## src/rtl/core/tsbf_pkg.sv

```systemverilog
`timescale 1ns / 1ps
`default_nettype none
// -----------------------------------------------------------------------------
// tsbf_pkg: shared types and constants for the timed source block filter
// Beat layouts for the request and response channels, the stored entry
// layout, opcodes and the controller state encoding.
// -----------------------------------------------------------------------------
package tsbf_pkg;

   localparam int TIME_W    = 48;
   localparam int PORT_W    = 8;
   localparam int IP_W      = 32;
   localparam int DUR_W     = 32;
   localparam int DROP_W    = 32;
   localparam int ACTIVE_W  = 5;

   localparam int DEF_TABLE_ENTRIES = 16;

   // opcodes on the request beat
   localparam logic OP_FRAME = 1'b0;
   localparam logic OP_BLOCK = 1'b1;

   typedef struct packed {
      logic              op;
      logic [TIME_W-1:0] now;
      logic [PORT_W-1:0] in_port;
      logic              is_ipv4;
      logic [IP_W-1:0]   src_ip;
      logic [DUR_W-1:0]  duration;
   } req_type;

   typedef struct packed {
      logic                drop;
      logic                lapsed;
      logic                installed;
      logic                table_full;
      logic [ACTIVE_W-1:0] active_entries;
      logic [DROP_W-1:0]   drop_count;
   } rsp_type;

   // one table entry as held in the RAM
   typedef struct packed {
      logic [PORT_W-1:0] port;
      logic [IP_W-1:0]   source;
      logic [TIME_W-1:0] expiry;
   } entry_type;

   localparam int ENTRY_W = $bits(entry_type);

   typedef enum logic [1:0] {
      ST_IDLE,
      ST_SCAN,
      ST_APPLY
   } state_type;

endpackage

`default_nettype wire

```

## src/rtl/core/tsbf_ram.sv

```systemverilog
`timescale 1ns / 1ps
`default_nettype none
// -----------------------------------------------------------------------------
// tsbf_ram: generic simple dual-port RAM
// One write port, one read port, read data registered.
// -----------------------------------------------------------------------------
module tsbf_ram #(
   parameter int WIDTH = 8,
   parameter int DEPTH = 16,
   localparam int AW   = (DEPTH > 1) ? $clog2(DEPTH) : 1
) (
   input  wire logic             clock,
   input  wire logic             wr_en,
   input  wire logic [AW-1:0]    wr_addr,
   input  wire logic [WIDTH-1:0] wr_data,
   input  wire logic             rd_en,
   input  wire logic [AW-1:0]    rd_addr,
   output logic      [WIDTH-1:0] rd_data
);

   logic [WIDTH-1:0] mem_ff [DEPTH];

   always_ff @(posedge clock) begin
      if (wr_en) begin
         mem_ff[wr_addr] <= wr_data;
      end
      if (rd_en) begin
         rd_data <= mem_ff[rd_addr];
      end
   end

endmodule

`default_nettype wire

```

## src/rtl/core/timed_source_block_filter.sv

```systemverilog
`timescale 1ns / 1ps
`default_nettype none
// -----------------------------------------------------------------------------
// timed_source_block_filter: blocked (port, IPv4 source) table with expiry
//
// Request beats carry either a data frame (op = OP_FRAME) or a block command
// (op = OP_BLOCK). Every request beat yields exactly one response beat, in
// order. Table entries (port, source, expiry) live in a RAM; valid bits and
// the entry count live in flops.
// A command or an IPv4 frame scans the RAM one entry per cycle from entry 0,
// stopping at the first matching valid entry, then moves to the apply state.
// A non-IPv4 frame skips the scan and goes straight to the apply state. The
// next request is taken the cycle after the response is loaded; the block
// takes no new request until it is through with the last one, and the
// single RAM read port is why the scan reads one entry at a time.
// The response sits in an output register; a stalled response holds there
// and the block takes one more request, then waits to load its result.
// Reset empties the table at once (valid bits cleared), zeroes the drop
// counter and drops any pending response. No clearing pass is needed.
// -----------------------------------------------------------------------------
module timed_source_block_filter #(
   parameter int TABLE_ENTRIES = tsbf_pkg::DEF_TABLE_ENTRIES
) (
   input  wire logic             clock,
   input  wire logic             reset,
   input  wire logic             req_valid,
   output logic                  req_stall,
   input  wire tsbf_pkg::req_type req_data,
   output logic                  rsp_valid,
   input  wire logic             rsp_stall,
   output tsbf_pkg::rsp_type     rsp_data
);

   localparam int IDX_W = (TABLE_ENTRIES > 1) ? $clog2(TABLE_ENTRIES) : 1;
   localparam int CNT_W = $clog2(TABLE_ENTRIES + 1);
   localparam int CW    = (CNT_W > tsbf_pkg::ACTIVE_W) ? CNT_W : tsbf_pkg::ACTIVE_W;
   localparam logic [IDX_W-1:0] LAST_IDX = IDX_W'(TABLE_ENTRIES - 1);

   // control state
   tsbf_pkg::state_type        state_ff, state_in;
   logic [TABLE_ENTRIES-1:0]   valid_ff, valid_in;
   logic [CNT_W-1:0]           count_ff, count_in;
   logic [tsbf_pkg::DROP_W-1:0] drops_ff, drops_in;
   logic                       rsp_valid_ff, rsp_valid_in;

   // per-item working registers
   tsbf_pkg::req_type          item_ff, item_in;
   logic [IDX_W-1:0]           idx_ff, idx_in;
   logic                       hit_ff, hit_in;
   logic [IDX_W-1:0]           hit_idx_ff, hit_idx_in;
   logic                       expired_ff, expired_in;
   logic                       free_found_ff, free_found_in;
   logic [IDX_W-1:0]           free_idx_ff, free_idx_in;
   tsbf_pkg::rsp_type          rsp_ff, rsp_in;

   // RAM port signals
   logic                       ram_wr_en;
   logic [IDX_W-1:0]           ram_wr_addr;
   tsbf_pkg::entry_type        ram_wr_data;
   logic                       ram_rd_en;
   logic [IDX_W-1:0]           ram_rd_addr;
   logic [tsbf_pkg::ENTRY_W-1:0] ram_rd_raw;
   tsbf_pkg::entry_type        rd_entry;

   // scan compare and command expiry
   logic                       entry_live;
   logic                       entry_match;
   logic [tsbf_pkg::TIME_W:0]  exp_sum;
   logic [tsbf_pkg::TIME_W-1:0] exp_sat;
   logic                       out_free;
   logic [CW-1:0]              count_wide;

   tsbf_ram #(
      .WIDTH (tsbf_pkg::ENTRY_W),
      .DEPTH (TABLE_ENTRIES)
   ) u_table (
      .clock   (clock),
      .wr_en   (ram_wr_en),
      .wr_addr (ram_wr_addr),
      .wr_data (ram_wr_data),
      .rd_en   (ram_rd_en),
      .rd_addr (ram_rd_addr),
      .rd_data (ram_rd_raw)
   );

   assign rd_entry    = tsbf_pkg::entry_type'(ram_rd_raw);
   assign entry_live  = valid_ff[idx_ff];
   assign entry_match = entry_live && (rd_entry.port == item_ff.in_port)
                        && (rd_entry.source == item_ff.src_ip);

   // new expiry, saturated to the time range
   assign exp_sum = {1'b0, item_ff.now} + (tsbf_pkg::TIME_W + 1)'(item_ff.duration);
   assign exp_sat = exp_sum[tsbf_pkg::TIME_W] ? '1 : exp_sum[tsbf_pkg::TIME_W-1:0];

   assign out_free = !rsp_valid_ff || !rsp_stall;

   // next state and datapath
   always_comb begin
      state_in      = state_ff;
      valid_in      = valid_ff;
      count_in      = count_ff;
      drops_in      = drops_ff;
      rsp_valid_in  = rsp_valid_ff;
      item_in       = item_ff;
      idx_in        = idx_ff;
      hit_in        = hit_ff;
      hit_idx_in    = hit_idx_ff;
      expired_in    = expired_ff;
      free_found_in = free_found_ff;
      free_idx_in   = free_idx_ff;
      rsp_in        = rsp_ff;
      ram_wr_en     = 1'b0;
      ram_wr_addr   = hit_ff ? hit_idx_ff : free_idx_ff;
      ram_wr_data.port   = item_ff.in_port;
      ram_wr_data.source = item_ff.src_ip;
      ram_wr_data.expiry = exp_sat;
      ram_rd_en     = 1'b0;
      ram_rd_addr   = '0;
      count_wide    = '0;

      // response register drains independently
      if (rsp_valid_ff && !rsp_stall) begin
         rsp_valid_in = 1'b0;
      end

      case (state_ff)
         tsbf_pkg::ST_IDLE: begin
            if (req_valid) begin
               item_in       = req_data;
               idx_in        = '0;
               hit_in        = 1'b0;
               expired_in    = 1'b0;
               free_found_in = 1'b0;
               if (req_data.op == tsbf_pkg::OP_BLOCK || req_data.is_ipv4) begin
                  ram_rd_en = 1'b1;
                  state_in  = tsbf_pkg::ST_SCAN;
               end else begin
                  state_in  = tsbf_pkg::ST_APPLY;
               end
            end
         end

         tsbf_pkg::ST_SCAN: begin
            if (entry_match) begin
               hit_in     = 1'b1;
               hit_idx_in = idx_ff;
               expired_in = item_ff.now >= rd_entry.expiry;
               state_in   = tsbf_pkg::ST_APPLY;
            end else begin
               // remember the lowest free slot for an install
               if (!entry_live && !free_found_ff) begin
                  free_found_in = 1'b1;
                  free_idx_in   = idx_ff;
               end
               if (idx_ff == LAST_IDX) begin
                  state_in = tsbf_pkg::ST_APPLY;
               end else begin
                  idx_in      = idx_ff + IDX_W'(1);
                  ram_rd_en   = 1'b1;
                  ram_rd_addr = idx_ff + IDX_W'(1);
               end
            end
         end

         tsbf_pkg::ST_APPLY: begin
            if (out_free) begin
               rsp_in.drop       = 1'b0;
               rsp_in.lapsed     = 1'b0;
               rsp_in.installed  = 1'b0;
               rsp_in.table_full = 1'b0;
               if (item_ff.op == tsbf_pkg::OP_BLOCK) begin
                  if (hit_ff || free_found_ff) begin
                     ram_wr_en = 1'b1;
                     valid_in[ram_wr_addr] = 1'b1;
                     if (!hit_ff) begin
                        count_in = count_ff + CNT_W'(1);
                     end
                     rsp_in.installed = 1'b1;
                  end else begin
                     rsp_in.table_full = 1'b1;
                  end
               end else if (item_ff.is_ipv4 && hit_ff) begin
                  if (expired_ff) begin
                     valid_in[hit_idx_ff] = 1'b0;
                     count_in      = count_ff - CNT_W'(1);
                     rsp_in.lapsed = 1'b1;
                  end else begin
                     rsp_in.drop = 1'b1;
                     if (drops_ff != '1) begin
                        drops_in = drops_ff + tsbf_pkg::DROP_W'(1);
                     end
                  end
               end
               count_wide = CW'(count_in);
               rsp_in.active_entries = (count_wide > CW'(31)) ? 5'd31
                                       : count_wide[tsbf_pkg::ACTIVE_W-1:0];
               rsp_in.drop_count = drops_in;
               rsp_valid_in = 1'b1;
               state_in     = tsbf_pkg::ST_IDLE;
            end
         end

         default: begin
            state_in = tsbf_pkg::ST_IDLE;
         end
      endcase
   end

   // state register
   always_ff @(posedge clock) begin
      if (reset) begin
         state_ff     <= tsbf_pkg::ST_IDLE;
         valid_ff     <= '0;
         count_ff     <= '0;
         drops_ff     <= '0;
         rsp_valid_ff <= 1'b0;
      end else begin
         state_ff     <= state_in;
         valid_ff     <= valid_in;
         count_ff     <= count_in;
         drops_ff     <= drops_in;
         rsp_valid_ff <= rsp_valid_in;
      end
   end

   // payload registers
   always_ff @(posedge clock) begin
      item_ff       <= item_in;
      idx_ff        <= idx_in;
      hit_ff        <= hit_in;
      hit_idx_ff    <= hit_idx_in;
      expired_ff    <= expired_in;
      free_found_ff <= free_found_in;
      free_idx_ff   <= free_idx_in;
      rsp_ff        <= rsp_in;
   end

   assign req_stall = (state_ff != tsbf_pkg::ST_IDLE);
   assign rsp_valid = rsp_valid_ff;
   assign rsp_data  = rsp_ff;

   // entry count tracks the valid bits
   a_count_matches : assert property (@(posedge clock) disable iff (reset)
      $countones(valid_ff) == int'(count_ff))
      else $error("entry count out of step with valid bits");

   // a response flags at most one outcome
   a_one_outcome : assert property (@(posedge clock) disable iff (reset)
      rsp_valid_ff |-> $onehot0({rsp_ff.drop, rsp_ff.lapsed,
                                 rsp_ff.installed, rsp_ff.table_full}))
      else $error("response carries more than one outcome");

   // refusal only when every slot is taken
   a_full_refusal : assert property (@(posedge clock) disable iff (reset)
      (state_ff == tsbf_pkg::ST_APPLY && item_ff.op == tsbf_pkg::OP_BLOCK
       && !hit_ff && !free_found_ff) |-> (&valid_ff))
      else $error("command refused with a free slot");

   // drop counter never goes backwards
   a_drops_monotonic : assert property (@(posedge clock) disable iff (reset)
      !$past(reset) |-> (drops_ff >= $past(drops_ff)))
      else $error("drop counter decreased");

endmodule

`default_nettype wire

```

## config.mk

```make
export PLATFORM = sky130hd
export DESIGN_NAME = timed_source_block_filter
export DESIGN_NICKNAME = d
export VERILOG_FILES = /design/src/rtl/core/tsbf_pkg.sv /design/src/rtl/core/tsbf_ram.sv /design/src/rtl/core/timed_source_block_filter.sv
export SDC_FILE = /design/constraint.sdc
export NUM_CORES = 2
export LEC_CHECK = 0
export CAP_MARGIN = 25
export CORE_MARGIN = 3
export CORE_UTILIZATION = 35
export DETAILED_ROUTE_END_ITERATION = 10
export DONT_BUFFER_PORTS = 1
export GPL_ROUTABILITY_DRIVEN = 1
export PLACE_DENSITY = 0.56
export SYNTH_ARGS = -nofsm -noshare
export SYNTH_HDL_FRONTEND = slang
export SYNTH_SLANG_ARGS = --single-unit
```

## constraint.sdc

```tcl
create_clock -name clock -period 6.2 [get_ports clock]
set_clock_uncertainty 0.1 [all_clocks]
set_input_delay 0.93 -clock clock [delete_from_list [all_inputs] [get_ports clock]]
set_output_delay 0.93 -clock clock [all_outputs]
set_load 0.005 [all_outputs]
```

==> flow_summary.toml <==
[floorplanning]
core_area_mm2 = 0.2075
dieArea_mm2 = 0.2148
ios = 169
fp.dieH_um = 463.4
start_util = 0.3530
die_x_um = 463.4
row_count = 167

[synthesis]
synth_seq_cells = 1730
syn_inst = 5076
synth_compound_area_frac = 0.1884
syn_area_per_cell_um2 = 14.43
yosysTopAreaCellShare = 0.6864
seq_area_frac_synth = 0.7017
syn_nets = 5287
ys.flop_type = "edfxtp_1"
synth_area_leaders = "edfxtp_1, o2111ai_1, a21o_1"
synth_warnings = 0
synth_common_cells = "edfxtp_1, clkbuf_1, inv_1"
synth_top_area_cell = "edfxtp_1"
syn-cell-area_mm2 = 0.07324
yosysMostFrequentCell = "edfxtp_1"
synth_top_family_by_area = "compound AO/OA/AOI/OAI gates"
synth_cell_types = 66
synthMuxAreaShare = 0.002084
synthAdderAreaFrac = 0.01462
synth_edf_count = 1674
yosys.area_share.simple = 0.04415
synthArstFlopShare = 0
synth_xor_area_frac = 0.01531

[flow_run]
cap_violations = 0

[critical_path]
startpoint_type = "flop"
reg2reg_slack_ps = 1400
path_class = "flop to flop"
path_max_fanout = 19
cp.arrival_ps = 5050
critPathLaunch = "item_ff[80]"
end_kind = "flop"
worstPathRequired_ps = 6450
regToRegStartpoint = "item_ff[80]"

[place]
io_buffers = 0
gp_congestion = 0.7902
placed_cells = 7603
hpwl_um = 112800
placed_area_mm2 = 0.07681

[timing]
slew_headroom = 0.2725
drv_slew = 0
setup_violations = 0
finalCritPeriodShare = 0.7745
hold_violations = 0
period_needed_ps = 4802
fmax_mhz = 208.2
whs_ps = 95.23
fin_setup_tns_ps = 0
rsz0062_at_grt = "no"
worst_pin_slew_ps = 1091

[global_routing]
antenna_found_initial = 18
first_global_vias = 45570
overflow = 0
grt_max_degree = 111
grtUsageTotal = 0.1942
grt_pass1_wl_um = 314800

[power]
ir_worst_vdd_mv = 0.3022
p_leak_nw = 27.29
power.total_mw = 27.45
power.density_mw_per_mm2 = 332.0

[route]
routed_wl_um = 216200
viasPerCell = 5.977
final_antenna_net_count = 0
drtIter0Drc = 5603
vias = 47500
drtPass1Iterations = 5
dr_wl_met2_um = 98060
route.met3.wl_um = 17340
drt-met1-wl_um = 95440
maxUsedRoutingLayer = "met5"
routedWlPerCell_um = 27.20
drc_errors = 0

[final_layout]
layout.cells.non_filler = 7947
final_nets = 5212
design_area_mm2 = 0.08268
area_growth_pct = 12.90
drive_gt1_frac = 0.08484

[clocking]
clock_path_buffers = 3
clock_latency_ps = 830
cts_buffers = 182
clkTransAtPathRegs_ps = 60
cts_tree = "built"
cts_root_buf = "clkbuf_16"
clock_sinks = 1730
postCtsSetupBuffers = 0
cts_resized = 0
hold_buffers = 0
h-tree-depth = 4

[run_status]
outcome = "complete, no violations"

[hold_path]
min_from = "reset"
hp-class = "primary input to flop"
area by class of cell:
class / count / area [um^2]
Tap cell: 2788 / 3488
Sequential cell: 1730 / 51390
Timing Repair Buffer: 125 / 1406
Inverter: 250 / 963.4
Antenna cell: 8 / 20.02
Fill cell: 18940 / 124800
Clock buffer: 222 / 4767
Clock inverter: 112 / 1033
Multi-Input combinational cell: 2712 / 19610
through the flow:
stage	setup slack [ps]	utilization
final	1398	0.3985
after global routing	1128	0.3984
after CTS	1442	0.3982
after detailed placement	1473	0.3702
after global placement	953.5	0.3699
after floorplan	375.9	-
layout by cell type (no fill, tap or decap), drive strengths merged, types with 95 or more instances in the layout:
cell type	n
o2111ai	176
a31oi	99
a21oi	244
buf	125
o21ai	240
inv	259
nor2	108
nand2	124
o22ai	95
a211oi	96
edfxtp	1674
nor4	99
a21o	204
clkbuf	222
path summary, 6_finish.rpt:
check                                to  cells past startpoint
setup / recovery  u_table.mem_ff[2][26]                     10
hold / removal              state_ff[1]                      1
setup reg to reg  u_table.mem_ff[2][26]                     10
hold reg to reg             count_ff[4]                      2
layer usage:
| layer | GRT usage | up-vias |
|---|---|---|
| met5 | 0 | - |
| li1 | - | 20620 |
| met2 | 0.3020 | 2175 |
| met1 | 0.2812 | 24330 |
| met4 | 0.05240 | 6 |
| met3 | 0.03241 | 372 |
state kept, by name, indices dropped and copies added (netlist names), 5 cells and up:
| register | flops |
|---|---|
| valid_ff | 16 |
| drops_ff | 32 |
| u_table.mem_ff | 1408 |
| count_ff | 5 |
| item_ff | 122 |
| u_table.rd_data | 88 |
| rsp_data | 41 |
power breakdown:
group / total [mW] / switching (mW) / internal (mW)
logic: 3.11 / 2.24 / 0.875
clock network: 10.7 / 4.63 / 6.03
registers: 13.7 / 0.209 / 13.5
worst max-delay path: stages (launching register included):
cell,delay (ps)
edfxtp_1,410
ha_1,440
a2111oi_0,520
o21ai_0,360
nand2_1,350
o21ai_0,150
buf_4,190
o2111ai_1,250
buf_4,280
a211o_2,620
nand3_1,620
logic make-up (layout without fill, tap and decap cells):
group / count (synthesis) / count (layout)
AO/OA/AOI/OAI: 1908 / 1908
flip-flops: 1730 / 1730
buffers and inverters: 634 / 709
AND/OR/NAND/NOR: 579 / 579
XOR/XNOR: 128 / 128
adder cells (fa/ha/maj): 85 / 85
multiplexers: 12 / 12
other: 0 / 8
Note: power is estimated with default switching activity, not from simulation.
